--- config.mk ---
export PLATFORM = sky130hd
export DESIGN_NAME = mftp_queue
export DESIGN_NICKNAME = d
export VERILOG_FILES = /design/src/hdl/mftp_pkg.sv /design/src/hdl/mftp_queue.sv
export SDC_FILE = /design/constraint.sdc
export NUM_CORES = 1
export LEC_CHECK = 0
export BUFFER_PORTS_ARGS = -buffer_cell sky130_fd_sc_hd__buf_4
export CAP_MARGIN = 25
export CORE_ASPECT_RATIO = 1.2
export CORE_MARGIN = 3
export CORE_UTILIZATION = 30
export CTS_BUF_LIST = sky130_fd_sc_hd__clkbuf_2
export CTS_CLUSTER_DIAMETER = 80
export CTS_CLUSTER_SIZE = 10
export DETAILED_ROUTE_END_ITERATION = 10
export PLACE_DENSITY = 0.59
export SYNTH_ARGS = -nofsm -noshare
export SYNTH_HDL_FRONTEND = slang
export SYNTH_SLANG_ARGS = --single-unit
--- constraint.sdc ---
create_clock -name clk -period 10.31 [get_ports clk]
set_input_delay 1.031 -clock clk [delete_from_list [all_inputs] [get_ports clk]]
set_output_delay 1.031 -clock clk [all_outputs]
set_load 0.02 [all_outputs]
--- src/hdl/mftp_pkg.sv ---
// Shared types, character codes and helper functions for the mixed fraction text parser.
`timescale 1ns / 1ps
package mftp_pkg;

  localparam int MAX_LENGTH_DEF    = 4095;
  localparam int FRACTION_BITS_DEF = 32;
  localparam int LEN_W             = 12;
  localparam int VALUE_W           = 64;
  localparam int DEC_W             = 5;
  localparam logic [DEC_W-1:0] DEC_MAX = 5'd19;

  localparam logic [7:0] CH_ZERO  = 8'h30;
  localparam logic [7:0] CH_NINE  = 8'h39;
  localparam logic [7:0] CH_POINT = 8'h2E;
  localparam logic [7:0] CH_SLASH = 8'h2F;
  localparam logic [7:0] CH_SPACE = 8'h20;
  localparam logic [7:0] CH_TAB   = 8'h09;
  localparam logic [7:0] CH_CR    = 8'h0D;

  // One finished number, handed from the parser to the evaluator.
  typedef struct packed {
    logic [63:0]      mant;
    logic [DEC_W-1:0] dcnt;
    logic [31:0]      den1;
    logic [31:0]      num2;
    logic [31:0]      den2;
    logic             with_second;
    logic             sat;
    logic             sat2;
    logic [LEN_W-1:0] len;
  } job_t;

  // Returns {overflow, v*10+d} for a 64-bit accumulator.
  function automatic logic [64:0] mul10_add64(input logic [63:0] v, input logic [3:0] d);
    logic [67:0] t;
    t = ({4'b0, v} << 3) + ({4'b0, v} << 1) + {64'b0, d};
    return {|t[67:64], t[63:0]};
  endfunction

  // Returns {overflow, v*10+d} for a 32-bit accumulator.
  function automatic logic [32:0] mul10_add32(input logic [31:0] v, input logic [3:0] d);
    logic [35:0] t;
    t = ({4'b0, v} << 3) + ({4'b0, v} << 1) + {32'b0, d};
    return {|t[35:32], t[31:0]};
  endfunction

  function automatic logic [63:0] pow_ten(input logic [DEC_W-1:0] n);
    logic [63:0] p;
    case (n)
      5'd0:  p = 64'd1;
      5'd1:  p = 64'd10;
      5'd2:  p = 64'd100;
      5'd3:  p = 64'd1000;
      5'd4:  p = 64'd10000;
      5'd5:  p = 64'd100000;
      5'd6:  p = 64'd1000000;
      5'd7:  p = 64'd10000000;
      5'd8:  p = 64'd100000000;
      5'd9:  p = 64'd1000000000;
      5'd10: p = 64'd10000000000;
      5'd11: p = 64'd100000000000;
      5'd12: p = 64'd1000000000000;
      5'd13: p = 64'd10000000000000;
      5'd14: p = 64'd100000000000000;
      5'd15: p = 64'd1000000000000000;
      5'd16: p = 64'd10000000000000000;
      5'd17: p = 64'd100000000000000000;
      5'd18: p = 64'd1000000000000000000;
      5'd19: p = 64'd10000000000000000000;
      default: p = 64'd1;
    endcase
    return p;
  endfunction

endpackage

--- src/hdl/mftp_queue.sv ---
// Two-entry job queue between the parser and the evaluator.
`timescale 1ns / 1ps
module mftp_queue (
  input  logic           clk,
  input  logic           rst,
  input  logic           push,
  input  mftp_pkg::job_t push_job,
  output logic           full,
  input  logic           pop,
  output logic           avail,
  output mftp_pkg::job_t pop_job
);
  mftp_pkg::job_t entry [2];
  logic       wr_ptr, rd_ptr;
  logic [1:0] fill;

  assign full    = (fill == 2'd2);
  assign avail   = (fill != 2'd0);
  assign pop_job = entry[rd_ptr];

  always_ff @(posedge clk) begin
    if (push) entry[wr_ptr] <= push_job;
    if (rst) begin
      wr_ptr <= 1'b0; rd_ptr <= 1'b0; fill <= 2'd0;
    end else begin
      if (push) wr_ptr <= !wr_ptr;
      if (pop) rd_ptr <= !rd_ptr;
      fill <= fill + {1'b0, push} - {1'b0, pop};
    end
  end

  a_no_overfill: assert property (@(posedge clk) disable iff (rst) full |-> !push)
    else $error("queue written while full");
  a_no_underrun: assert property (@(posedge clk) disable iff (rst) !avail |-> !pop)
    else $error("queue read while empty");
  a_fill_range: assert property (@(posedge clk) disable iff (rst) fill != 2'd3)
    else $error("queue fill count out of range");
endmodule

==> flow_summary.json, run 1 <==
{
  "numCtsBuffers": 42,
  "final_core_util_pct": 39.1,
  "cts_resized": 0,
  "peakVddDrop_uv": 102,
  "worstPathCellList": "buf_4 -> buf_4 -> mux2_2 -> buf_4",
  "drc": 0,
  "critPathTopFamily": "buffers and inverters",
  "rsz0062_at_grt": "false",
  "cpPeakStageDelay_ps": 760,
  "fmax_mhz": 218,
  "cts_num_sinks": 365,
  "outcome": "finished clean",
  "vias_per_cell": 4.21,
  "clock_latency_ps": 910,
  "hold_viol": 0,
  "holdBufCountCts": 0,
  "power_w": 0.00288,
  "period_minus_slack_ps": 4600,
  "cp.required_ps": 9280,
  "clkPwrFrac_pct": 21.0,
  "power.internal_w": 0.00214,
  "pin_count": 366,
  "post_drt_wl_per_cell_um": 18.8,
  "grt_use_total_pct": 12.1,
  "post-route-period-util_pct": 44.6,
  "swShare_pct": 25.8,
  "initial_core_util_pct": 30.7,
  "wirelength_um": 30000,
  "worstSetupPathType": "reg -> out",
  "synth_cell_types": 14,
  "final_area_sq_um": 17300,
  "seq_area_frac_synth_pct": 80.2,
  "p_switching_w": 0.000742,
  "root_buffer": "clkbuf_2",
  "die_w_um": 200,
  "vias": 6746,
  "antenna_found_initial": 4,
  "dpl.hpwl_um": 20500,
  "syn-mean-instance-area_sq_um": 23.4,
  "clk_path_buf_depth": 3,
  "critPathLaunchType": "flop",
  "cp_max_fo": 50,
  "seq_area_sq_um": 10900,
  "core_sq_um": 44400,
  "nets": 1165,
  "arrival_ps": 3570,
  "endpoint_kind": "output port",
  "yosys.area.top_type": "edfxtp_1",
  "ant_nets": 0,
  "syn_area_sq_um": 13600,
  "finalClockSkew_ps": 36.7,
  "htree_levels": 2,
  "path_buf_inv": 3,
  "worst_slew_pin_slew_ps": 933,
  "crit_top_cell": "buf_4",
  "maxCapViolCount": 0,
  "grt_max_degree": 68,
  "die_h_um": 239,
  "seqPwrFrac_pct": 61.1,
  "comb_power_share_pct": 18.0,
  "synthTopCellsByArea": "edfxtp_1 (79%), mux2_4 (11%), mux2_2 (6.6%), buf_6 (0.99%), dfxtp_1 (0.74%)",
  "power.density_nw_per_um2": 166,
  "maxSlewViolCount": 0,
  "synth-seq-cells": 365,
  "fill_cells": 4216,
  "grt_pass1_vias": 7226,
  "place_area_sq_um": 17000,
  "syn_inst": 581,
  "fp.dieArea_sq_um": 48000,
  "hold_class": "in -> reg",
  "grt-ovfl-total": 0,
  "drive_gt1_share_pct": 62.1,
  "first_iter_violations": 266,
  "clk_pin_slew_ps": 190,
  "p_leak_nw": 6.60,
  "yosysWarnings": 0,
  "cts_setup_buffers": 0,
  "row_count": 84,
  "io_buffer_count": 365,
  "yosysTopAreaCellShare_pct": 79.4,
  "tns_ps": 0,
  "setup_viol": 0,
  "syn_to_final_growth_pct": 27.5,
  "grt_pass1_wl_um": 44000,
  "relSlewSlack_pct": 37.8,
  "multi_input_comb_area_sq_um": 2520,
  "dr.pass1.iters": 4,
  "cts_tree": "built",
  "synthesis.nets": 767,
  "crit_path_top_delay_cell": "buf_4",
  "routabilityCongestion": 0.748
}
==> cell usage after synthesis <==
master    number
and2_1         1
buf_2          8
xnor2_1        2
buf_6         12
mux2_4       100
nor2b_1        3
mux2_2        80
dfxtp_1        5
ha_1           2
or2_2          1
edfxtp_1     360
inv_1          2
nor2_1         4
xnor3_1        1
==> through the flow <==
stage          hold slack [ps]  instances  worst slack (ps)
3_5_place_dp               510       1536              6540
6_report                   276       1602              5710
5_1_grt                   49.8       1602              5320
2_1_floorplan              480        581               765
3_3_place_gp               500       1536              6570
4_1_cts                   33.1       1598              5390
==> cells in the final DEF (no fill, tap or decap) <==
cell type,n
edfxtp_1,360
diode_2,3
buf_4,373
nor2b_4,1
clkinv_2,1
dfxtp_1,4
ha_1,2
mux2_2,80
inv_1,2
mux2_4,100
or2_2,1
clkinv_1,1
xnor2_1,2
and2_4,1
nor2_1,4
buf_16,1
nor2b_1,2
xnor3_1,1
dfxtp_4,1
clkbuf_2,60
==> worst register-to-register path: stages (launching register included) <==
cell     delay [ps]
dfxtp_1         460
and2_4          650
buf_4           840
==> worst paths after layout <==
kind                            slack (ps)           from  cells past startpoint            end
worst max-delay path                  5710           flop                      4    pop_job[43]
worst min-delay path                   280  push_job[128]                      1  entry[1][128]
worst max register to register        7930         wr_ptr                      2   entry[1][64]
worst min register to register         550         rd_ptr                      2         rd_ptr
==> state kept, by name (all words and copies together), names as in the netlist, named ones only <==
signal / count
fill: 2
wr_ptr: 1
rd_ptr: 1
entry: 360
==> per-layer routing <==
layer	GRT usage [%]	vias to the layer above	routed length, um
met4	5.24	2	1110
met1	13.5	3319	11100
li1	-	3095	-
met3	4.64	70	2500
met2	20.8	260	15400
met5	0	-	16
==> logic make-up (layout without fill, tap and decap cells) <==
| group | Yosys count | count (layout) | share of synthesized area, % |
|---|---|---|---|
| DFF | 365 | 365 | 80.2 |
| adders and majority gates | 2 | 2 | 0.184 |
| muxes | 180 | 180 | 17.7 |
| buffers and inverters | 22 | 438 | 1.34 |
| and+or+nand+nor | 9 | 9 | 0.340 |
| xor gates and xnor gates | 3 | 3 | 0.294 |
| other | 0 | 3 | 0 |
==> power groups by stage <==
stage	Sequential [W]	Clock (W)	Combinational (W)
3_3_place_gp	0.00179	0	0.000521
6_report	0.00176	0.000603	0.000517
3_5_place_dp	0.00179	0	0.000526
2_1_floorplan	0.00180	0	0.000305
4_1_cts	0.00176	0.000659	0.000527
5_1_grt	0.00177	0.000711	0.000551
==> cell type report <==
| type | instances | share of cell area, % |
|---|---|---|
| diodes | 3 | 0.0433 |
| flip-flops and latches | 365 | 62.9 |
| clock inverters | 2 | 0.0505 |
| multi-input cells | 194 | 14.6 |
| inverters | 2 | 0.0433 |
| repair buffers | 374 | 16.3 |
| well taps | 602 | 4.34 |
| clock buffers | 60 | 1.73 |
Power figures use the tool's default switching activity.
==> run 2, diff against run 1 <==
Clock period 10.31 ns to 4.6 ns, I/O delays scaled along.
==> run 2 against run 1 <==
Count of clock-buffer cells in the layout fell by 9. Global-route usage rose by 0.060 points. Clock power grew 120%. Non-clock buffer count up 184. Core utilization is 4.2 points higher. Via count grew 9.2%. Worst hold slack got worse by 6.7 ps. Combinational power grew to 2.5 times the previous value. Clock skew decreased by 8.1 ps. Critical endpoint is now pop_job[21].
==> flow_summary.json, run 2 (synthesis results as in run 1) <==
{
  "crit_path_top_delay_cell": "dfxtp_4",
  "clock_latency_ps": 900,
  "pin_count": 366,
  "fmax_mhz": 303,
  "clk_pin_slew_ps": 180,
  "vias_per_cell": 4.15,
  "post-place-cells": 1537,
  "tns_ps": 0,
  "arrival_ps": 2840,
  "rsz0062_at_grt": "false",
  "syn_to_final_growth_pct": 41.1,
  "routabilityCongestion": 0.701,
  "reg_top3": "entry x360, fill x2",
  "die_w_um": 200,
  "dpl.hpwl_um": 19100,
  "grt_use_total_pct": 12.2,
  "seqPwrFrac_pct": 59.8,
  "fp.dieArea_sq_um": 48000,
  "post_drt_wl_per_cell_um": 16.9,
  "final_cell_mix": "buf_4 (369), edfxtp_1 (360), dlygate4sd3_1 (184)",
  "outcome": "finished clean",
  "hold_slack_ps": 270,
  "hold_class": "in -> reg",
  "maxSlewViolCount": 0,
  "worst_slew_pin_slew_ps": 833,
  "clk_path_buf_depth": 3,
  "root_buffer": "clkbuf_2",
  "worstPathCellList": "buf_12 -> mux2_2 -> buf_4",
  "numCtsBuffers": 42,
  "antenna_found_initial": 3,
  "row_count": 84,
  "drive_gt1_share_pct": 52.1,
  "vias": 7367,
  "cpPeakStageDelay_ps": 930,
  "p_switching_w": 0.00169,
  "initial_core_util_pct": 30.7,
  "cp_max_fo": 52,
  "cts_num_sinks": 365,
  "grt_max_degree": 95,
  "htree_levels": 2,
  "die_h_um": 239,
  "core_sq_um": 44400,
  "cts_resized": 0,
  "power.density_nw_per_um2": 343,
  "endpoint_kind": "output port",
  "finalClockSkew_ps": 28.5,
  "drc": 0,
  "grt_pass1_wl_um": 45700,
  "dr.pass1.iters": 4,
  "setup_viol": 0,
  "grt-ovfl-total": 0,
  "largest_reg_flops": 360,
  "swShare_pct": 25.7,
  "relSlewSlack_pct": 44.5,
  "cp.required_ps": 4140,
  "maxCapViolCount": 0,
  "first_iter_violations": 291,
  "worstSetupPathType": "reg -> out",
  "hold_viol": 0,
  "wirelength_um": 30100,
  "peakVddDrop_uv": 207,
  "p_leak_nw": 7.36,
  "mostFrequentLayoutCell": "buf_4",
  "nets": 1349,
  "io_buffer_count": 365,
  "comb_power_share_pct": 19.7,
  "grt_pass1_vias": 8077,
  "clkPwrFrac_pct": 20.5,
  "power.internal_w": 0.00490,
  "ant_nets": 0,
  "largest_register": "entry",
  "post-route-period-util_pct": 71.8,
  "instances_no_fill": 1776,
  "cts_tree": "built",
  "critPathLaunchType": "flop",
  "period_minus_slack_ps": 3300
}
[run 2: cell types whose count changed in the layout (fill, tap and decap cells not counted), sizes merged]
cell         delta
dlygate4sd3   +184
clkinv          -2
inv             +1
diode           -1
clkbuf          -9
bufinv          +1
[run 2: worst max-delay path, delay by kind of cell (launching register included)]
kind / cells / cell delay (ps)
buffers and inverters: 2 / 540
DFF: 1 / 930
muxes: 1 / 400
[run 2: repair_timing]
item	in CTS	in global routing
setup buffers	0	0
endpoints found under the hold margin	386	0
hold buffers	184	0
[run 2: worst paths after layout]
check	startpoint	slack (ps)	to	cells after the start
setup / recovery	flop	1300	pop_job[21]	3
hold / removal	push_job[153]	270	entry[0][153]	2
setup reg to reg	wr_ptr	2670	entry[0][101]	2
hold reg to reg	rd_ptr	540	rd_ptr	2
[run 2: area by class of cell]
cell class	instances	area (sq um)
well taps	602	753
diodes	2	5.00
flip-flops and latches	365	10900
repair buffers	558	4710
clock buffers	51	255
multi-input cells	194	2520
inverters	2	7.51
clock inverters	2	33.8
fillers	3974	25100
[run 2: layer usage]
layer,vias up,global-route usage (%),share of wire (%)
met5,-,0,0.043
met4,2,4.62,3.1
met3,63,4.44,7.3
met2,258,20.7,50
met1,3579,14.2,40
li1,3465,-,-
[run 2: through the flow]
step	setup WS [ps]	instance area, sq um	utilization (%)	total power (W)
after floorplan	1010	13600	-	0.00469
after global placement	2170	17100	38.5	0.00519
after detailed placement	2160	17100	38.5	0.00520
after CTS	1010	19200	43.3	0.00674
after global routing	993	19200	43.3	0.00693
final	1300	19200	43.3	0.00659
[run 2: power groups by stage]
| stage | logic (W) | registers [W] | clock network, W |
|---|---|---|---|
| detailed placement | 0.00118 | 0.00403 | 0 |
| CTS | 0.00132 | 0.00395 | 0.00148 |
| global route | 0.00137 | 0.00397 | 0.00158 |
| global placement | 0.00117 | 0.00402 | 0 |
| floorplan | 0.000684 | 0.00400 | 0 |
| finish | 0.00130 | 0.00394 | 0.00135 |
