File: src/hdl/mftp_pkg.sv
// Shared types, character codes and helper functions for the mixed fraction text parser.
`timescale 1ns / 1ps
package mftp_pkg;

  localparam int MAX_LENGTH_DEF    = 4095;
  localparam int FRACTION_BITS_DEF = 32;
  localparam int LEN_W             = 12;
  localparam int VALUE_W           = 64;
  localparam int DEC_W             = 5;
  localparam logic [DEC_W-1:0] DEC_MAX = 5'd19;

  localparam logic [7:0] CH_ZERO  = 8'h30;
  localparam logic [7:0] CH_NINE  = 8'h39;
  localparam logic [7:0] CH_POINT = 8'h2E;
  localparam logic [7:0] CH_SLASH = 8'h2F;
  localparam logic [7:0] CH_SPACE = 8'h20;
  localparam logic [7:0] CH_TAB   = 8'h09;
  localparam logic [7:0] CH_CR    = 8'h0D;

  // One finished number, handed from the parser to the evaluator.
  typedef struct packed {
    logic [63:0]      mant;
    logic [DEC_W-1:0] dcnt;
    logic [31:0]      den1;
    logic [31:0]      num2;
    logic [31:0]      den2;
    logic             with_second;
    logic             sat;
    logic             sat2;
    logic [LEN_W-1:0] len;
  } job_t;

  // Returns {overflow, v*10+d} for a 64-bit accumulator.
  function automatic logic [64:0] mul10_add64(input logic [63:0] v, input logic [3:0] d);
    logic [67:0] t;
    t = ({4'b0, v} << 3) + ({4'b0, v} << 1) + {64'b0, d};
    return {|t[67:64], t[63:0]};
  endfunction

  // Returns {overflow, v*10+d} for a 32-bit accumulator.
  function automatic logic [32:0] mul10_add32(input logic [31:0] v, input logic [3:0] d);
    logic [35:0] t;
    t = ({4'b0, v} << 3) + ({4'b0, v} << 1) + {32'b0, d};
    return {|t[35:32], t[31:0]};
  endfunction

  function automatic logic [63:0] pow_ten(input logic [DEC_W-1:0] n);
    logic [63:0] p;
    case (n)
      5'd0:  p = 64'd1;
      5'd1:  p = 64'd10;
      5'd2:  p = 64'd100;
      5'd3:  p = 64'd1000;
      5'd4:  p = 64'd10000;
      5'd5:  p = 64'd100000;
      5'd6:  p = 64'd1000000;
      5'd7:  p = 64'd10000000;
      5'd8:  p = 64'd100000000;
      5'd9:  p = 64'd1000000000;
      5'd10: p = 64'd10000000000;
      5'd11: p = 64'd100000000000;
      5'd12: p = 64'd1000000000000;
      5'd13: p = 64'd10000000000000;
      5'd14: p = 64'd100000000000000;
      5'd15: p = 64'd1000000000000000;
      5'd16: p = 64'd10000000000000000;
      5'd17: p = 64'd100000000000000000;
      5'd18: p = 64'd1000000000000000000;
      5'd19: p = 64'd10000000000000000000;
      default: p = 64'd1;
    endcase
    return p;
  endfunction

endpackage

File: src/hdl/mftp_front.sv
// Character parser: accepts one character a cycle while the job queue is not full and emits a finished number job.
`timescale 1ns / 1ps
module mftp_front #(
  parameter int MAX_LENGTH = mftp_pkg::MAX_LENGTH_DEF
) (
  input  logic           clk,
  input  logic           rst,
  input  logic           in_valid,
  output logic           in_ready,
  input  logic [7:0]     ch,
  input  logic           start_req,
  input  logic           q_full,
  output logic           push,
  output mftp_pkg::job_t job
);
  localparam int CNT_W = $clog2(MAX_LENGTH + 1);

  typedef enum logic [3:0] {
    PH_IDLE, PH_LEAD, PH_INT, PH_DEC, PH_SL1, PH_DEN1, PH_MID, PH_NUM2, PH_SL2, PH_DEN2
  } phase_t;

  phase_t                       phase, phase_next, e_phase;
  logic [63:0]                  mant, mant_next, e_mant;
  logic [mftp_pkg::DEC_W-1:0]   dcnt, dcnt_next, e_dcnt;
  logic [31:0]                  den1, den1_next, e_den1;
  logic [31:0]                  num2, num2_next, e_num2;
  logic [31:0]                  den2, den2_next, e_den2;
  logic [CNT_W-1:0]             cnt, cnt_next, e_cnt;
  logic [CNT_W-1:0]             bpos, bpos_next, e_bpos;
  logic                         sat, sat_next, e_sat;
  logic                         sat2, sat2_next, e_sat2;

  logic             accept, active, dig, ws, count_c, fin, fin_sec;
  logic [CNT_W-1:0] fin_len;
  logic [3:0]       d;
  logic [64:0]      m10;
  logic [32:0]      a_den1, a_num2, a_den2;

  assign in_ready = !q_full;
  assign accept   = in_valid && in_ready;
  assign dig = (ch >= mftp_pkg::CH_ZERO) && (ch <= mftp_pkg::CH_NINE);
  assign ws  = (ch == mftp_pkg::CH_SPACE) ||
               ((ch >= mftp_pkg::CH_TAB) && (ch <= mftp_pkg::CH_CR));
  assign d   = dig ? ch[3:0] : 4'd0;

  always_comb begin
    if (start_req) begin
      e_phase = PH_LEAD; e_mant = '0; e_dcnt = '0; e_den1 = 32'd1; e_num2 = '0;
      e_den2 = '0; e_cnt = '0; e_bpos = '0; e_sat = 1'b0; e_sat2 = 1'b0;
    end else begin
      e_phase = phase; e_mant = mant; e_dcnt = dcnt; e_den1 = den1; e_num2 = num2;
      e_den2 = den2; e_cnt = cnt; e_bpos = bpos; e_sat = sat; e_sat2 = sat2;
    end
    active  = start_req || (phase != PH_IDLE);
    m10     = mftp_pkg::mul10_add64(e_mant, d);
    a_den1  = mftp_pkg::mul10_add32(e_den1, d);
    a_num2  = mftp_pkg::mul10_add32(e_num2, d);
    a_den2  = mftp_pkg::mul10_add32(e_den2, d);
    phase_next = e_phase; mant_next = e_mant; dcnt_next = e_dcnt; den1_next = e_den1;
    num2_next = e_num2; den2_next = e_den2; cnt_next = e_cnt; bpos_next = e_bpos;
    sat_next = e_sat; sat2_next = e_sat2;
    count_c = 1'b0; fin = 1'b0; fin_sec = 1'b0; fin_len = e_cnt;
    case (e_phase)
      PH_LEAD, PH_INT: begin
        if (ws && e_phase == PH_LEAD) begin
          count_c = 1'b1;
        end else if (dig) begin
          if (m10[64]) begin
            mant_next = '1; sat_next = 1'b1;
          end else begin
            mant_next = m10[63:0];
          end
          count_c = 1'b1; phase_next = PH_INT;
        end else if (ch == mftp_pkg::CH_POINT) begin
          count_c = 1'b1; phase_next = PH_DEC;
        end else if (ch == mftp_pkg::CH_SLASH) begin
          bpos_next = e_cnt; count_c = 1'b1; phase_next = PH_SL1;
        end else if (ws) begin
          count_c = 1'b1; phase_next = PH_MID;
        end else begin
          fin = 1'b1;
        end
      end
      PH_DEC: begin
        if (dig) begin
          if (e_dcnt < mftp_pkg::DEC_MAX && !m10[64]) begin
            mant_next = m10[63:0]; dcnt_next = e_dcnt + 1'b1;
          end
          count_c = 1'b1;
        end else if (ch == mftp_pkg::CH_SLASH) begin
          bpos_next = e_cnt; count_c = 1'b1; phase_next = PH_SL1;
        end else if (ws) begin
          count_c = 1'b1; phase_next = PH_MID;
        end else begin
          fin = 1'b1;
        end
      end
      PH_SL1: begin
        if (!dig) begin
          fin = 1'b1; fin_len = e_bpos;
        end else begin
          den1_next = {28'b0, d}; count_c = 1'b1; phase_next = PH_DEN1;
        end
      end
      PH_DEN1: begin
        if (dig) begin
          den1_next = a_den1[32] ? '1 : a_den1[31:0];
          if (a_den1[32]) sat_next = 1'b1;
          count_c = 1'b1;
        end else if (ws) begin
          count_c = 1'b1; phase_next = PH_MID;
        end else begin
          fin = 1'b1;
        end
      end
      PH_MID: begin
        if (ws) begin
          count_c = 1'b1;
        end else if (dig) begin
          bpos_next = e_cnt; num2_next = {28'b0, d}; den2_next = '0; sat2_next = 1'b0;
          count_c = 1'b1; phase_next = PH_NUM2;
        end else begin
          fin = 1'b1;
        end
      end
      PH_NUM2: begin
        if (dig) begin
          num2_next = a_num2[32] ? '1 : a_num2[31:0];
          if (a_num2[32]) sat2_next = 1'b1;
          count_c = 1'b1;
        end else if (ch == mftp_pkg::CH_SLASH) begin
          count_c = 1'b1; phase_next = PH_SL2;
        end else begin
          fin = 1'b1; fin_len = e_bpos;
        end
      end
      PH_SL2: begin
        if (!dig) begin
          fin = 1'b1; fin_len = e_bpos;
        end else begin
          den2_next = {28'b0, d}; count_c = 1'b1; phase_next = PH_DEN2;
        end
      end
      PH_DEN2: begin
        if (dig) begin
          den2_next = a_den2[32] ? '1 : a_den2[31:0];
          if (a_den2[32]) sat2_next = 1'b1;
          count_c = 1'b1;
        end else begin
          fin = 1'b1; fin_sec = 1'b1;
        end
      end
      default: phase_next = PH_IDLE;
    endcase
    if (count_c) begin
      if (e_cnt < CNT_W'(MAX_LENGTH)) cnt_next = e_cnt + 1'b1;
      else sat_next = 1'b1;
    end
    if (fin) phase_next = PH_IDLE;
  end

  assign push = accept && active && fin;
  always_comb begin
    job.mant        = e_mant;
    job.dcnt        = e_dcnt;
    job.den1        = e_den1;
    job.num2        = e_num2;
    job.den2        = e_den2;
    job.with_second = fin_sec;
    job.sat         = e_sat;
    job.sat2        = e_sat2;
    job.len         = mftp_pkg::LEN_W'(fin_len);
  end

  always_ff @(posedge clk) begin
    if (rst) begin
      phase <= PH_IDLE; mant <= '0; dcnt <= '0; den1 <= '0; num2 <= '0; den2 <= '0;
      cnt <= '0; bpos <= '0; sat <= 1'b0; sat2 <= 1'b0;
    end else if (accept && active) begin
      phase <= phase_next; mant <= mant_next; dcnt <= dcnt_next; den1 <= den1_next;
      num2 <= num2_next; den2 <= den2_next; cnt <= cnt_next; bpos <= bpos_next;
      sat <= sat_next; sat2 <= sat2_next;
    end
  end
endmodule

File: config.mk
export PLATFORM = sky130hd
export DESIGN_NAME = mftp_front
export DESIGN_NICKNAME = d
export VERILOG_FILES = /design/src/hdl/mftp_pkg.sv /design/src/hdl/mftp_front.sv
export SDC_FILE = /design/constraint.sdc
export NUM_CORES = 1
export LEC_CHECK = 0
export BUFFER_PORTS_ARGS = -buffer_cell sky130_fd_sc_hd__buf_2
export CORE_MARGIN = 2
export CORE_UTILIZATION = 33
export CTS_CLUSTER_DIAMETER = 200
export DETAILED_ROUTE_END_ITERATION = 10
export GPL_ROUTABILITY_DRIVEN = 0
export PLACE_DENSITY_LB_ADDON = 0.25
export SLEW_MARGIN = 0
export SYNTH_ARGS = -nofsm -noshare
export SYNTH_HDL_FRONTEND = slang
export SYNTH_SLANG_ARGS = --single-unit
File: constraint.sdc
create_clock -name clk -period 17.18 [get_ports clk]
set_clock_uncertainty 0.15 [all_clocks]
set_input_delay 0.859 -clock clk [delete_from_list [all_inputs] [get_ports clk]]
set_output_delay 0.859 -clock clk [all_outputs]
set_load 0.005 [all_outputs]
==> impl_metrics.prom, run 1 <==
# TYPE chip_impl_metric gauge
chip_impl_metric{name="setup_viol",unit=""} 0
chip_impl_info{name="worst_setup_path_end_kind",value="flip-flop"} 1
chip_impl_metric{name="worst_pin_slew",unit="ns"} 1.10
chip_impl_metric{name="num_io_pins",unit=""} 195
chip_impl_metric{name="final_cell_area",unit="sq um"} 25400
chip_impl_metric{name="number_of_clock_buffers_inserted_by_tritoncts",unit=""} 17
chip_impl_metric{name="worstPathArrival",unit="ns"} 7.69
chip_impl_info{name="category_of_the_worst_setup_path_launch_point",value="input pin"} 1
chip_impl_metric{name="final_hold_viol_count",unit=""} 0
chip_impl_info{name="worstPathCellList",value="clkbuf_8 > buf_4 > inv_1 > nand2_1 > inv_1 > xnor2_1 > ha_1 > fa_1 > a21o_1 > nand4_1 > a211oi_1 > o31ai_1 > a21oi_1 > or3_1 > a221oi_2 > nand4_1 > buf_4 > a21o_1 > o21ai_0 > a211oi_1"} 1
chip_impl_metric{name="postSynthRegisterBits",unit=""} 195
chip_impl_metric{name="dpl.hpwl",unit="um"} 59500
chip_impl_metric{name="initial_antenna_violation_count",unit=""} 4
chip_impl_metric{name="multiInputGateArea",unit="sq um"} 18300
chip_impl_metric{name="final.period_utilization",unit="%"} 43.5
chip_impl_info{name="cpMaxStageDelayCell",value="sky130_fd_sc_hd__nand4_1"} 1
chip_impl_metric{name="initial_utilization",unit="%"} 33.2
chip_impl_metric{name="dpl.cell_count",unit=""} 4165
chip_impl_metric{name="clock_network_latency_to_the_later_pin_of_the_worst_skew_pair",unit="ns"} 0.52
chip_impl_info{name="rsz_0062_raised_after_global_routing",value="false"} 1
chip_impl_metric{name="yosysUniqueCellTypes",unit=""} 96
chip_impl_metric{name="synth.avg_cell_area",unit="sq um"} 7.25
chip_impl_metric{name="routedWlPerCell",unit="um"} 19.0
chip_impl_metric{name="placedInstanceArea",unit="sq um"} 24800
chip_impl_metric{name="via_density_per_instance",unit=""} 5.67
chip_impl_info{name="root_buf_cell",value="sky130_fd_sc_hd__clkbuf_16"} 1
chip_impl_metric{name="number_of_core_rows",unit=""} 97
chip_impl_metric{name="cts_resized",unit=""} 0
chip_impl_metric{name="fin_tns_setup",unit="ns"} 0
chip_impl_info{name="dominantRegCellSynth",value="sky130_fd_sc_hd__dfxtp_1"} 1
chip_impl_info{name="outcome",value="completed"} 1
chip_impl_metric{name="layout.cells.non_filler",unit=""} 4198
chip_impl_metric{name="nFillCells",unit=""} 7525
chip_impl_metric{name="finalHoldWorstSlack",unit="ns"} 0.285
chip_impl_info{name="hold_class",value="flip-flop to flip-flop"} 1
chip_impl_metric{name="cap_viol_max_count",unit=""} 0
chip_impl_metric{name="detail-route-antenna-nets",unit=""} 0
chip_impl_metric{name="timing.critical_path.required",unit="ns"} 17.40
chip_impl_info{name="layout.cells.most_common_list",value="sky130_fd_sc_hd__nor2_1 (367), sky130_fd_sc_hd__nand2_1 (348), sky130_fd_sc_hd__ha_1 (314)"} 1
chip_impl_metric{name="syn_nets",unit=""} 3523
chip_impl_info{name="cts_tree",value="built"} 1
chip_impl_metric{name="synthArstFlopShare",unit="%"} 0
chip_impl_metric{name="global_route_usage_over_all_layers",unit="%"} 21.8
chip_impl_metric{name="synth-seq-area-share",unit="%"} 16.9
chip_impl_metric{name="worst-path-max-fanout",unit=""} 110
chip_impl_metric{name="period_needed",unit="ns"} 7.47
chip_impl_metric{name="pwr_density",unit="nW/um^2"} 42.9
chip_impl_metric{name="remaining_drc_errors",unit=""} 0
chip_impl_metric{name="ir_worst_vdd",unit="mV"} 0.0875
chip_impl_metric{name="buffer_ports.inserted",unit=""} 194
chip_impl_metric{name="post-layout-total-power",unit="mW"} 1.09
chip_impl_metric{name="core_region_area",unit="sq um"} 69700
chip_impl_metric{name="vias",unit=""} 23800
chip_impl_metric{name="synth_enable_flop_cells",unit=""} 0
chip_impl_info{name="mostFrequentLayoutCell",value="sky130_fd_sc_hd__nor2_1"} 1
chip_impl_metric{name="synth_warnings",unit=""} 0
chip_impl_metric{name="static_power_due_to_leakage",unit="nW"} 11.8
chip_impl_metric{name="areaGrowthSynthToFinish",unit="%"} 10.0
chip_impl_metric{name="grt_pass1_wl",unit="um"} 126000
chip_impl_metric{name="detailedRoute.firstPassIterationCount",unit=""} 6
chip_impl_metric{name="max_root_sink_buffers",unit=""} 2
chip_impl_metric{name="grt_start_max_net_pins",unit=""} 111
chip_impl_metric{name="first_global_vias",unit=""} 22400
chip_impl_metric{name="fp.dieW",unit="um"} 269
chip_impl_metric{name="synth.cell_area",unit="sq um"} 23100
chip_impl_metric{name="area.sequential",unit="sq um"} 3900
chip_impl_metric{name="cts_setup_buffers",unit=""} 0
chip_impl_metric{name="final_layout_size_suffix_gt1_share",unit="%"} 9.46
chip_impl_metric{name="number_of_design_rule_violations_left_by_the_first_detailed_router_iteration",unit=""} 1851
chip_impl_metric{name="yosys.area.top_type_share",unit="%"} 17.0
chip_impl_metric{name="fmax_achieved",unit="MHz"} 134
chip_impl_info{name="synth_area_leaders",value="sky130_fd_sc_hd__ha_1 (17%), sky130_fd_sc_hd__dfxtp_1 (17%), sky130_fd_sc_hd__a21oi_1 (6.2%)"} 1
chip_impl_metric{name="h-tree-depth",unit=""} 4
chip_impl_info{name="path_class",value="input pin to flip-flop"} 1
chip_impl_metric{name="slowest_delay",unit="ns"} 0.91
chip_impl_metric{name="grt_remaining_overflow",unit=""} 0
chip_impl_metric{name="clkSinkCount",unit=""} 195
chip_impl_info{name="post-synth-top-area-cell",value="sky130_fd_sc_hd__ha_1"} 1
chip_impl_metric{name="synth_cells",unit=""} 3188
chip_impl_metric{name="num-nets-final",unit=""} 3579
chip_impl_metric{name="floorplan.die_area",unit="sq um"} 72100
chip_impl_metric{name="timing.final.max_slew_violations",unit=""} 0
chip_impl_metric{name="worst_slew_margin_rel",unit="%"} 26.4
chip_impl_metric{name="clk_pin_slew",unit="ns"} 0.09
chip_impl_metric{name="cts_hold_buf",unit=""} 0
chip_impl_metric{name="die-height",unit="um"} 269
chip_impl_metric{name="drt_wl_total",unit="um"} 79600
[critical path, delay by kind of cell]
| kind | cells | cell delay (ns) |
|---|---|---|
| compound gates | 8 | 1.64 |
| simple gates | 4 | 1.67 |
| xor+xnor | 1 | 0.14 |
| fa+ha+maj | 2 | 0.71 |
| buf+inv | 5 | 2.57 |
[power breakdown]
group          internal (mW)  total, mW  switching, mW
clock                  0.225      0.463          0.239
combinational         0.0503      0.160          0.110
sequential             0.461      0.466        0.00540
[state kept, by name, indices dropped and copies added, names as in the netlist, 4 cells and up]
name	cells
bpos	12
cnt	12
dcnt	5
den1	32
den2	32
mant	64
num2	32
phase	4
[layout make-up]
class / instances / share of cell area, %
multi-input cells: 2754 / 72.0
flip-flops and latches: 195 / 15.4
repair buffers: 222 / 4.69
well taps: 940 / 4.63
clock buffers: 17 / 1.67
clock inverters: 15 / 0.837
inverters: 54 / 0.798
diodes: 1 / 0.00985
[layer usage]
metal | wire (um) | share of wire [%] | vias to the layer above | global-route usage (%)
met1 | 38000 | 48 | 11300 | 30.1
met5 | 27 | 0.034 | - | 0
li1 | - | - | 11800 | -
met2 | 35500 | 45 | 642 | 35.2
met4 | 1250 | 1.6 | 4 | 4.88
met3 | 4850 | 6.1 | 76 | 3.79
[cell families after synthesis]
family	Yosys count	share of synthesized area (%)
DFF	195	16.9
buffers and inverters	239	4.20
adders and majority gates	322	17.7
xor gates and xnor gates	145	5.50
muxes	43	1.91
and+or+nand+nor	1215	25.1
AOI/OAI and AO/OA	1029	28.7
[metrics by stage]
stage | setup WS (ns) | util, %
after global placement | 9.43 | 35.6
after CTS | 9.84 | 36.5
after global routing | 9.28 | 36.5
after floorplan | 10.18 | -
after detailed placement | 9.30 | 35.6
final | 9.71 | 36.5
[cell usage after synthesis (8+ instances only)]
cell type                   number
sky130_fd_sc_hd__nor2_1        370
sky130_fd_sc_hd__nand2_1       349
sky130_fd_sc_hd__ha_1          314
sky130_fd_sc_hd__a21oi_1       285
sky130_fd_sc_hd__o21ai_0       241
sky130_fd_sc_hd__dfxtp_1       195
sky130_fd_sc_hd__nor2b_1       189
sky130_fd_sc_hd__clkbuf_1      137
sky130_fd_sc_hd__xnor2_1       102
sky130_fd_sc_hd__a21o_1         77
sky130_fd_sc_hd__nor3_1         66
sky130_fd_sc_hd__a211oi_1       62
sky130_fd_sc_hd__inv_1          54
sky130_fd_sc_hd__nand3_1        46
sky130_fd_sc_hd__nand4_1        44
sky130_fd_sc_hd__o21bai_1       44
sky130_fd_sc_hd__a31oi_1        43
sky130_fd_sc_hd__o221ai_1       43
sky130_fd_sc_hd__xor2_1         43
sky130_fd_sc_hd__mux2i_1        38
sky130_fd_sc_hd__o21a_1         35
sky130_fd_sc_hd__and3_1         31
sky130_fd_sc_hd__buf_2          31
sky130_fd_sc_hd__nand2b_1       24
sky130_fd_sc_hd__a22oi_1        22
sky130_fd_sc_hd__and2_1         19
sky130_fd_sc_hd__o211ai_1       19
sky130_fd_sc_hd__or3_1          19
sky130_fd_sc_hd__a221o_1        15
sky130_fd_sc_hd__o31ai_1        14
sky130_fd_sc_hd__a311oi_1       13
sky130_fd_sc_hd__o21ai_1        12
sky130_fd_sc_hd__o31a_1         12
sky130_fd_sc_hd__a221oi_1       10
sky130_fd_sc_hd__nor4_1         10
sky130_fd_sc_hd__a2111oi_0       9
sky130_fd_sc_hd__buf_1           9
sky130_fd_sc_hd__or2_2           9
sky130_fd_sc_hd__fa_1            8
sky130_fd_sc_hd__nor4b_1         8
[worst paths after layout]
kind / depth (start not counted) / slack, ns / endpoint / start
setup / recovery: 20 / 9.71 / mant[13] / start_req
setup reg to reg: 15 / 11.32 / mant[13] / mant[41]
hold / removal: 2 / 0.28 / num2[6] / num2[6]
hold reg to reg: 2 / 0.28 / num2[6] / num2[6]
Note: power is estimated with default switching activity, not from simulation.
==> inputs of run 2 (changes only) <==
Settings changed: ABC_AREA set to 1.
Clock period 17.18 ns to 6.46 ns, I/O delays scaled along.
==> run 2 against run 1 <==
Combinational power grew to 3.8 times the previous value; worst hold slack worse by 0.22 ns; design area is 13% higher; via count is 24% higher; first-iteration DRC count is 20% higher; critical endpoint is now mant[44]; largest cell class unchanged.
==> impl_metrics.prom, run 2 <==
# TYPE chip_impl_metric gauge
chip_impl_metric{name="via_density_per_instance",unit=""} 5.24
chip_impl_metric{name="timing.final.max_slew_violations",unit=""} 0
chip_impl_metric{name="cts_resized",unit=""} 0
chip_impl_metric{name="layout.cells.non_filler",unit=""} 5641
chip_impl_metric{name="routedWlPerCell",unit="um"} 16.7
chip_impl_info{name="synth.top_cells.by_count",value="sky130_fd_sc_hd__nand2_1 (1049), sky130_fd_sc_hd__a21oi_1 (589), sky130_fd_sc_hd__inv_1 (538)"} 1
chip_impl_metric{name="clkSinkCount",unit=""} 195
chip_impl_metric{name="slowest_delay",unit="ns"} 0.52
chip_impl_info{name="worstPathCellList",value="buf_4 > inv_4 > buf_4 > nand2_1 > inv_1 > ha_1 > ha_1 > nand2_1 > inv_1 > nand2_1 > nor3_1 > nand3_1 > nor2_1 > nand2_2 > nand2_1 > nand2_1 > nand2_2 > nand2_4 > nor2_8 > nand3_4 > inv_2 > nand2_1 > nand3_1 > a21oi_1"} 1
chip_impl_metric{name="number_of_design_rule_violations_left_by_the_first_detailed_router_iteration",unit=""} 2230
chip_impl_metric{name="initial_utilization",unit="%"} 33.3
chip_impl_metric{name="placedInstanceArea",unit="sq um"} 28200
chip_impl_metric{name="drt_wl_total",unit="um"} 94300
chip_impl_metric{name="static_power_due_to_leakage",unit="nW"} 15.1
chip_impl_info{name="path_common_cell",value="sky130_fd_sc_hd__nand2_1"} 1
chip_impl_metric{name="worstPathArrival",unit="ns"} 5.12
chip_impl_metric{name="yosys.area.top_type_share",unit="%"} 15.0
chip_impl_metric{name="clk_pin_slew",unit="ns"} 0.09
chip_impl_metric{name="hold_depth",unit=""} 3
chip_impl_metric{name="core_region_area",unit="sq um"} 79000
chip_impl_metric{name="wirelength_met1",unit="um"} 45900
chip_impl_metric{name="cts_hold_buf",unit=""} 0
chip_impl_info{name="rsz_0062_raised_after_global_routing",value="false"} 1
chip_impl_metric{name="postSynthRegisterBits",unit=""} 195
chip_impl_metric{name="detailroute.wirelength.met3",unit="um"} 5070
chip_impl_metric{name="vias",unit=""} 29500
chip_impl_metric{name="buffer_ports.inserted",unit=""} 194
chip_impl_info{name="timing.hold.worst.start",value="ch[2]"} 1
chip_impl_metric{name="initial_antenna_violation_count",unit=""} 2
chip_impl_info{name="cts_tree",value="built"} 1
chip_impl_metric{name="remaining_drc_errors",unit=""} 0
chip_impl_metric{name="worst-path-max-fanout",unit=""} 43
chip_impl_metric{name="final_cell_area",unit="sq um"} 28800
chip_impl_metric{name="cap_viol_max_count",unit=""} 0
chip_impl_metric{name="h-tree-depth",unit=""} 4
chip_impl_metric{name="synth_warnings",unit=""} 0
chip_impl_metric{name="synth.cell_area",unit="sq um"} 26300
chip_impl_metric{name="num-nets-final",unit=""} 4910
chip_impl_metric{name="setup_viol",unit=""} 0
chip_impl_metric{name="cts_setup_buffers",unit=""} 0
chip_impl_metric{name="yosysUniqueCellTypes",unit=""} 54
chip_impl_info{name="post-synth-top-area-cell",value="sky130_fd_sc_hd__nand2_1"} 1
chip_impl_metric{name="synth_cells",unit=""} 4513
chip_impl_metric{name="clock_network_latency_to_the_later_pin_of_the_worst_skew_pair",unit="ns"} 0.52
chip_impl_metric{name="ir_worst_vdd",unit="mV"} 0.224
chip_impl_metric{name="synthArstFlopShare",unit="%"} 0
chip_impl_metric{name="first_global_vias",unit=""} 27600
chip_impl_metric{name="synth_enable_flop_cells",unit=""} 0
chip_impl_metric{name="grt_start_max_net_pins",unit=""} 97
chip_impl_metric{name="dpl.cell_count",unit=""} 5606
chip_impl_info{name="dominantRegCellSynth",value="sky130_fd_sc_hd__dfxtp_1"} 1
chip_impl_info{name="mostFrequentLayoutCell",value="sky130_fd_sc_hd__nand2_1"} 1
chip_impl_info{name="top_signal_layer_used",value="met4"} 1
chip_impl_metric{name="layout.core_utilization",unit="%"} 36.5
chip_impl_metric{name="detailroute.wirelength.met2",unit="um"} 41000
chip_impl_metric{name="fmax_achieved",unit="MHz"} 205
chip_impl_info{name="synth_area_leaders",value="sky130_fd_sc_hd__nand2_1 (15%), sky130_fd_sc_hd__ha_1 (15%), sky130_fd_sc_hd__dfxtp_1 (15%)"} 1
chip_impl_info{name="cpMaxStageDelayCell",value="sky130_fd_sc_hd__inv_2"} 1
chip_impl_info{name="path_class",value="input pin to flip-flop"} 1
chip_impl_metric{name="number_of_core_rows",unit=""} 103
chip_impl_info{name="outcome",value="completed"} 1
chip_impl_metric{name="pwr_density",unit="nW/um^2"} 108
chip_impl_metric{name="syn_nets",unit=""} 4848
chip_impl_info{name="worst_setup_path_end_kind",value="flip-flop"} 1
chip_impl_metric{name="timing.critical_path.required",unit="ns"} 6.71
chip_impl_metric{name="detailedRoute.firstPassIterationCount",unit=""} 5
chip_impl_info{name="root_buf_cell",value="sky130_fd_sc_hd__clkbuf_16"} 1
chip_impl_metric{name="fin_tns_setup",unit="ns"} 0
chip_impl_metric{name="synth-seq-area-share",unit="%"} 14.8
chip_impl_info{name="category_of_the_worst_setup_path_launch_point",value="input pin"} 1
chip_impl_metric{name="final_layout_size_suffix_gt1_share",unit="%"} 7.50
chip_impl_metric{name="grt_remaining_overflow",unit=""} 0
chip_impl_metric{name="floorplan.die_area",unit="sq um"} 82000
chip_impl_info{name="post-synth-top-count-cell",value="sky130_fd_sc_hd__nand2_1"} 1
chip_impl_metric{name="num_io_pins",unit=""} 195
chip_impl_info{name="layout.cells.most_common_list",value="sky130_fd_sc_hd__nand2_1 (1047), sky130_fd_sc_hd__a21oi_1 (589), sky130_fd_sc_hd__inv_1 (535)"} 1
chip_impl_metric{name="final.period_utilization",unit="%"} 75.4
chip_impl_info{name="largest_register",value="mant"} 1
chip_impl_metric{name="flip_flop_count_of_the_largest_register_all_copies_and_words_added",unit=""} 64
chip_impl_metric{name="worst_slew_margin_rel",unit="%"} 22.5
chip_impl_metric{name="final_hold_viol_count",unit=""} 0
chip_impl_metric{name="max_root_sink_buffers",unit=""} 2
chip_impl_metric{name="worst_pin_slew",unit="ns"} 1.16
chip_impl_info{name="crit-reg2reg-launch",value="mant[54]"} 1
chip_impl_metric{name="global_route_usage_over_all_layers",unit="%"} 22.7
chip_impl_metric{name="dpl.hpwl",unit="um"} 70000
chip_impl_metric{name="areaGrowthSynthToFinish",unit="%"} 9.43
chip_impl_info{name="worst_hold_path.endpoint",value="num2[2]"} 1
chip_impl_metric{name="r2r_slack",unit="ns"} 1.87
chip_impl_metric{name="number_of_clock_buffers_inserted_by_tritoncts",unit=""} 17
chip_impl_metric{name="period_needed",unit="ns"} 4.87
chip_impl_info{name="hold_class",value="input pin to flip-flop"} 1
chip_impl_metric{name="grt_pass1_wl",unit="um"} 152000
chip_impl_metric{name="synth.avg_cell_area",unit="sq um"} 5.83
chip_impl_info{name="r2r-end",value="mant[44]"} 1
chip_impl_metric{name="die-height",unit="um"} 286
chip_impl_metric{name="fp.dieW",unit="um"} 286
chip_impl_metric{name="detail-route-antenna-nets",unit=""} 0
chip_impl_metric{name="r2r_cells",unit=""} 21
chip_impl_metric{name="post-layout-total-power",unit="mW"} 3.10
==> run 2: changes by cell type after synthesis, moves of 38 or more <==
cell | before | now
sky130_fd_sc_hd__a211oi_1 | 62 | 5
sky130_fd_sc_hd__nand2_1 | 349 | 1049
sky130_fd_sc_hd__nand3_1 | 46 | 227
sky130_fd_sc_hd__o21ai_0 | 241 | 484
sky130_fd_sc_hd__inv_1 | 54 | 538
sky130_fd_sc_hd__a21oi_1 | 285 | 589
sky130_fd_sc_hd__a21o_1 | 77 | 15
sky130_fd_sc_hd__xnor2_1 | 102 | 30
sky130_fd_sc_hd__xor2_1 | 43 | 93
sky130_fd_sc_hd__mux2i_1 | 38 | 0
sky130_fd_sc_hd__nor2b_1 | 189 | 0
sky130_fd_sc_hd__nor2_1 | 370 | 456
==> run 2: area by class of cell <==
cell class	instances	area, sq um
fillers	8791	50200
multi-input cells	3571	19600
flip-flops and latches	195	3900
inverters	561	2120
well taps	1050	1310
repair buffers	229	1270
clock buffers	17	425
clock inverters	15	193
diodes	3	7.51
==> run 2: metal layers <==
layer | vias to the layer above | global-route usage [%]
met4 | 0 | 7.29
met5 | - | 0
met3 | 90 | 2.97
met1 | 13500 | 32.2
li1 | 15100 | -
met2 | 773 | 35.5
==> run 2: report_power, final <==
group	internal, mW	switching, mW	total, mW
registers	1.25	0.0195	1.27
logic	0.188	0.421	0.609
clock network	0.591	0.632	1.22
==> run 2: per-stage QoR <==
step | hold slack, ns | setup WS, ns
finish | 0.0659 | 1.59
global route | 0.0668 | 1.20
CTS | 0.0191 | 1.65
detailed placement | 0.306 | 1.08
global placement | 0.302 | 1.12
floorplan | 0.295 | 1.80
==> run 2: critical path: cells and delay by family <==
family	cells	cell delay [ns]
simple gates	15	2.06
buf+inv	6	1.90
fa+ha+maj	2	0.69
compound gates	1	0.07
==> run 2: worst max path at each step <==
| stage | startpoint | endpoint | slack, ns |
|---|---|---|---|
| 3_3_place_gp | ch[3] | sat | 1.12 |
| 4_1_cts | ch[7] | mant[44] | 1.65 |
| 6_report | start_req | mant[44] | 1.59 |
| 3_5_place_dp | ch[7] | mant[44] | 1.08 |
| 2_1_floorplan | ch[7] | num2[20] | 1.80 |
| 5_1_grt | ch[7] | mant[40] | 1.20 |
==> run 2: cell families (layout without fill, tap and decap cells) <==
logic type	Yosys count	in the layout	synth area share [%]
XOR/XNOR	123	123	4.09
adder cells (fa/ha/maj)	322	322	15.5
AND/OR/NAND/NOR	1896	1896	29.8
flip-flops	195	195	14.8
other	0	3	0
buffers and inverters	747	822	11.0
AO/OA/AOI/OAI	1230	1230	24.8
==> inputs of run 3 (changes only) <==
Clock period 6.46 ns to 5.1 ns, I/O delays scaled along.
==> run 3 against run 2 <==
Sequential share of layout area fell by 0.060 points; core utilization rose by 0.16 points; register-to-register slack got worse by 0.84 ns; sequential power rose by 27%; worst setup slack got worse by 1.0 ns; design area rose by 0.44%; wire length rose by 0.44%; count of clock-buffer cells in the layout rose by 2; combinational power rose by 29%; worst hold slack improved by 0.054 ns; largest power group unchanged; first-iteration DRC count rose by 7.3%.
==> impl_metrics.prom, run 3 (same netlist as run 2, synthesis figures left out) <==
# TYPE chip_impl_metric gauge
chip_impl_metric{name="fin_ws",unit="ns"} 0.567
chip_impl_metric{name="num_io_pins",unit=""} 195
chip_impl_metric{name="areaGrowthSynthToFinish",unit="%"} 9.92
chip_impl_metric{name="layout.cells.non_filler",unit=""} 5658
chip_impl_metric{name="final_layout_size_suffix_gt1_share",unit="%"} 7.81
chip_impl_metric{name="vias",unit=""} 29800
chip_impl_metric{name="max_root_sink_buffers",unit=""} 2
chip_impl_metric{name="initial_utilization",unit="%"} 33.3
chip_impl_metric{name="clk_pin_slew",unit="ns"} 0.09
chip_impl_metric{name="setup_viol",unit=""} 0
chip_impl_metric{name="dpl.cell_count",unit=""} 5623
chip_impl_metric{name="placement.setup.worst_slack",unit="ns"} 0.355
chip_impl_info{name="path_common_cell",value="sky130_fd_sc_hd__nand2_1"} 1
chip_impl_metric{name="remaining_drc_errors",unit=""} 0
chip_impl_metric{name="ir_worst_vdd",unit="mV"} 0.287
chip_impl_metric{name="final.period_utilization",unit="%"} 88.9
chip_impl_metric{name="floorplan.die_area",unit="sq um"} 82000
chip_impl_metric{name="fmax_achieved",unit="MHz"} 221
chip_impl_metric{name="worstPathArrival",unit="ns"} 4.79
chip_impl_metric{name="number_of_clock_buffers_inserted_by_tritoncts",unit=""} 17
chip_impl_info{name="cpMaxStageDelayCell",value="sky130_fd_sc_hd__dlygate4sd3_1"} 1
chip_impl_metric{name="buffer_ports.inserted",unit=""} 194
chip_impl_metric{name="core_region_area",unit="sq um"} 79000
chip_impl_metric{name="number_of_core_rows",unit=""} 103
chip_impl_metric{name="routedWlPerCell",unit="um"} 16.7
chip_impl_metric{name="flip_flop_count_of_the_largest_register_all_copies_and_words_added",unit=""} 64
chip_impl_metric{name="worst_slew_margin_rel",unit="%"} 26.7
chip_impl_metric{name="dpl.hpwl",unit="um"} 71700
chip_impl_metric{name="global_route_usage_over_all_layers",unit="%"} 22.5
chip_impl_metric{name="die-height",unit="um"} 286
chip_impl_metric{name="timing.critical_path.required",unit="ns"} 5.36
chip_impl_metric{name="grt_pass1_wl",unit="um"} 151000
chip_impl_metric{name="number_of_design_rule_violations_left_by_the_first_detailed_router_iteration",unit=""} 2393
chip_impl_metric{name="worst-path-max-fanout",unit=""} 25
chip_impl_metric{name="period_needed",unit="ns"} 4.53
chip_impl_metric{name="fp.dieW",unit="um"} 286
chip_impl_metric{name="cap_viol_max_count",unit=""} 0
chip_impl_metric{name="cts_resized",unit=""} 0
chip_impl_metric{name="slowest_delay",unit="ns"} 0.57
chip_impl_info{name="rsz_0062_raised_after_global_routing",value="false"} 1
chip_impl_metric{name="static_power_due_to_leakage",unit="nW"} 15.1
chip_impl_metric{name="drt_wl_total",unit="um"} 94700
chip_impl_metric{name="fin_tns_setup",unit="ns"} 0
chip_impl_info{name="mostFrequentLayoutCell",value="sky130_fd_sc_hd__nand2_1"} 1
chip_impl_info{name="root_buf_cell",value="sky130_fd_sc_hd__clkbuf_16"} 1
chip_impl_metric{name="clkSinkCount",unit=""} 195
chip_impl_info{name="hold_class",value="input pin to flip-flop"} 1
chip_impl_metric{name="post-layout-total-power",unit="mW"} 3.81
chip_impl_info{name="layout.cells.most_common_list",value="sky130_fd_sc_hd__nand2_1 (1047), sky130_fd_sc_hd__a21oi_1 (589), sky130_fd_sc_hd__inv_1 (535)"} 1
chip_impl_metric{name="initial_antenna_violation_count",unit=""} 1
chip_impl_info{name="worst_setup_path_end_kind",value="flip-flop"} 1
chip_impl_metric{name="clock_network_latency_to_the_later_pin_of_the_worst_skew_pair",unit="ns"} 0.52
chip_impl_info{name="outcome",value="completed"} 1
chip_impl_metric{name="grt_remaining_overflow",unit=""} 0
chip_impl_metric{name="grt_start_max_net_pins",unit=""} 142
chip_impl_metric{name="worst_pin_slew",unit="ns"} 1.10
chip_impl_metric{name="first_global_vias",unit=""} 27700
chip_impl_metric{name="via_density_per_instance",unit=""} 5.26
chip_impl_metric{name="h-tree-depth",unit=""} 4
chip_impl_metric{name="timing.final.max_slew_violations",unit=""} 0
chip_impl_metric{name="detailedRoute.firstPassIterationCount",unit=""} 5
chip_impl_metric{name="num-nets-final",unit=""} 4930
chip_impl_info{name="category_of_the_worst_setup_path_launch_point",value="input pin"} 1
chip_impl_info{name="cts_tree",value="built"} 1
chip_impl_info{name="path_class",value="input pin to flip-flop"} 1
chip_impl_metric{name="nFillCells",unit=""} 8826
chip_impl_info{name="largest_register",value="mant"} 1
chip_impl_metric{name="pwr_density",unit="nW/um^2"} 132
chip_impl_metric{name="num_antenna_cells",unit=""} 0
chip_impl_metric{name="detail-route-antenna-nets",unit=""} 0
chip_impl_metric{name="final_hold_viol_count",unit=""} 0
==> run 3: cell types whose count changed in the layout (fill, tap and decap cells not counted) <==
cell | before | now
sky130_fd_sc_hd__diode_2 | 3 | 0
sky130_fd_sc_hd__buf_4 | 33 | 47
sky130_fd_sc_hd__clkbuf_1 | 0 | 1
sky130_fd_sc_hd__clkinv_8 | 2 | 0
sky130_fd_sc_hd__buf_12 | 3 | 6
sky130_fd_sc_hd__bufinv_16 | 2 | 0
sky130_fd_sc_hd__clkbuf_8 | 0 | 1
sky130_fd_sc_hd__clkinv_4 | 3 | 1
sky130_fd_sc_hd__clkinvlp_4 | 0 | 5
sky130_fd_sc_hd__dlygate4sd3_1 | 0 | 3
sky130_fd_sc_hd__clkinv_2 | 1 | 0
==> run 3: timing repair <==
item	CTS	global route
setup buffers	0	0
hold endpoints to repair	3	0
hold buffers	3	0
==> run 3: report_power, final <==
group	switching (mW)	internal [mW]	leakage (nW)
clock network	0.769	0.653	0.259
registers	0.0249	1.58	1.59
logic	0.539	0.249	13.3
==> run 3: path summary, 6_finish.rpt <==
check | start | slack (ns) | cells past startpoint | to
setup reg to reg | mant[54] | 1.03 | 23 | mant[43]
hold reg to reg | den2[28] | 0.32 | 2 | den2[28]
hold / removal | ch[3] | 0.12 | 3 | num2[3]
setup / recovery | ch[2] | 0.57 | 29 | mant[43]
==> run 3: worst max-delay path: cells and delay by family <==
family	cells	cell delay, ns
compound gates	3	0.55
fa+ha+maj	2	0.74
buf+inv	7	1.49
simple gates	17	1.70
==> run 3: layout make-up <==
class                   count  area, sq um  share of cell area, %
well taps                1050         1310                   4.54
clock buffers              19          443                   1.53
repair buffers            249         1470                   5.08
clock inverters            13          115                  0.398
multi-input cells        3571        19600                   67.6
flip-flops and latches    195         3900                   13.5
inverters                 561         2120                   7.32
==> run 3: per-stage QoR <==
step           cell area (sq um)  hold slack (ns)  utilization (%)
5_1_grt                    28900            0.134             36.6
4_1_cts                    28900           0.0788             36.6
3_3_place_gp               28300            0.302             35.9
2_1_floorplan              26300            0.295                -
3_5_place_dp               28300            0.305             35.9
6_report                   28900            0.120             36.6
==> run 3: metal layers <==
layer	up-vias	wire length, um	global-route usage, %
met5	-	0	0
met4	0	1430	5.24
met3	69	5330	3.21
met2	824	41900	36.0
met1	13700	46100	31.8
li1	15100	-	-
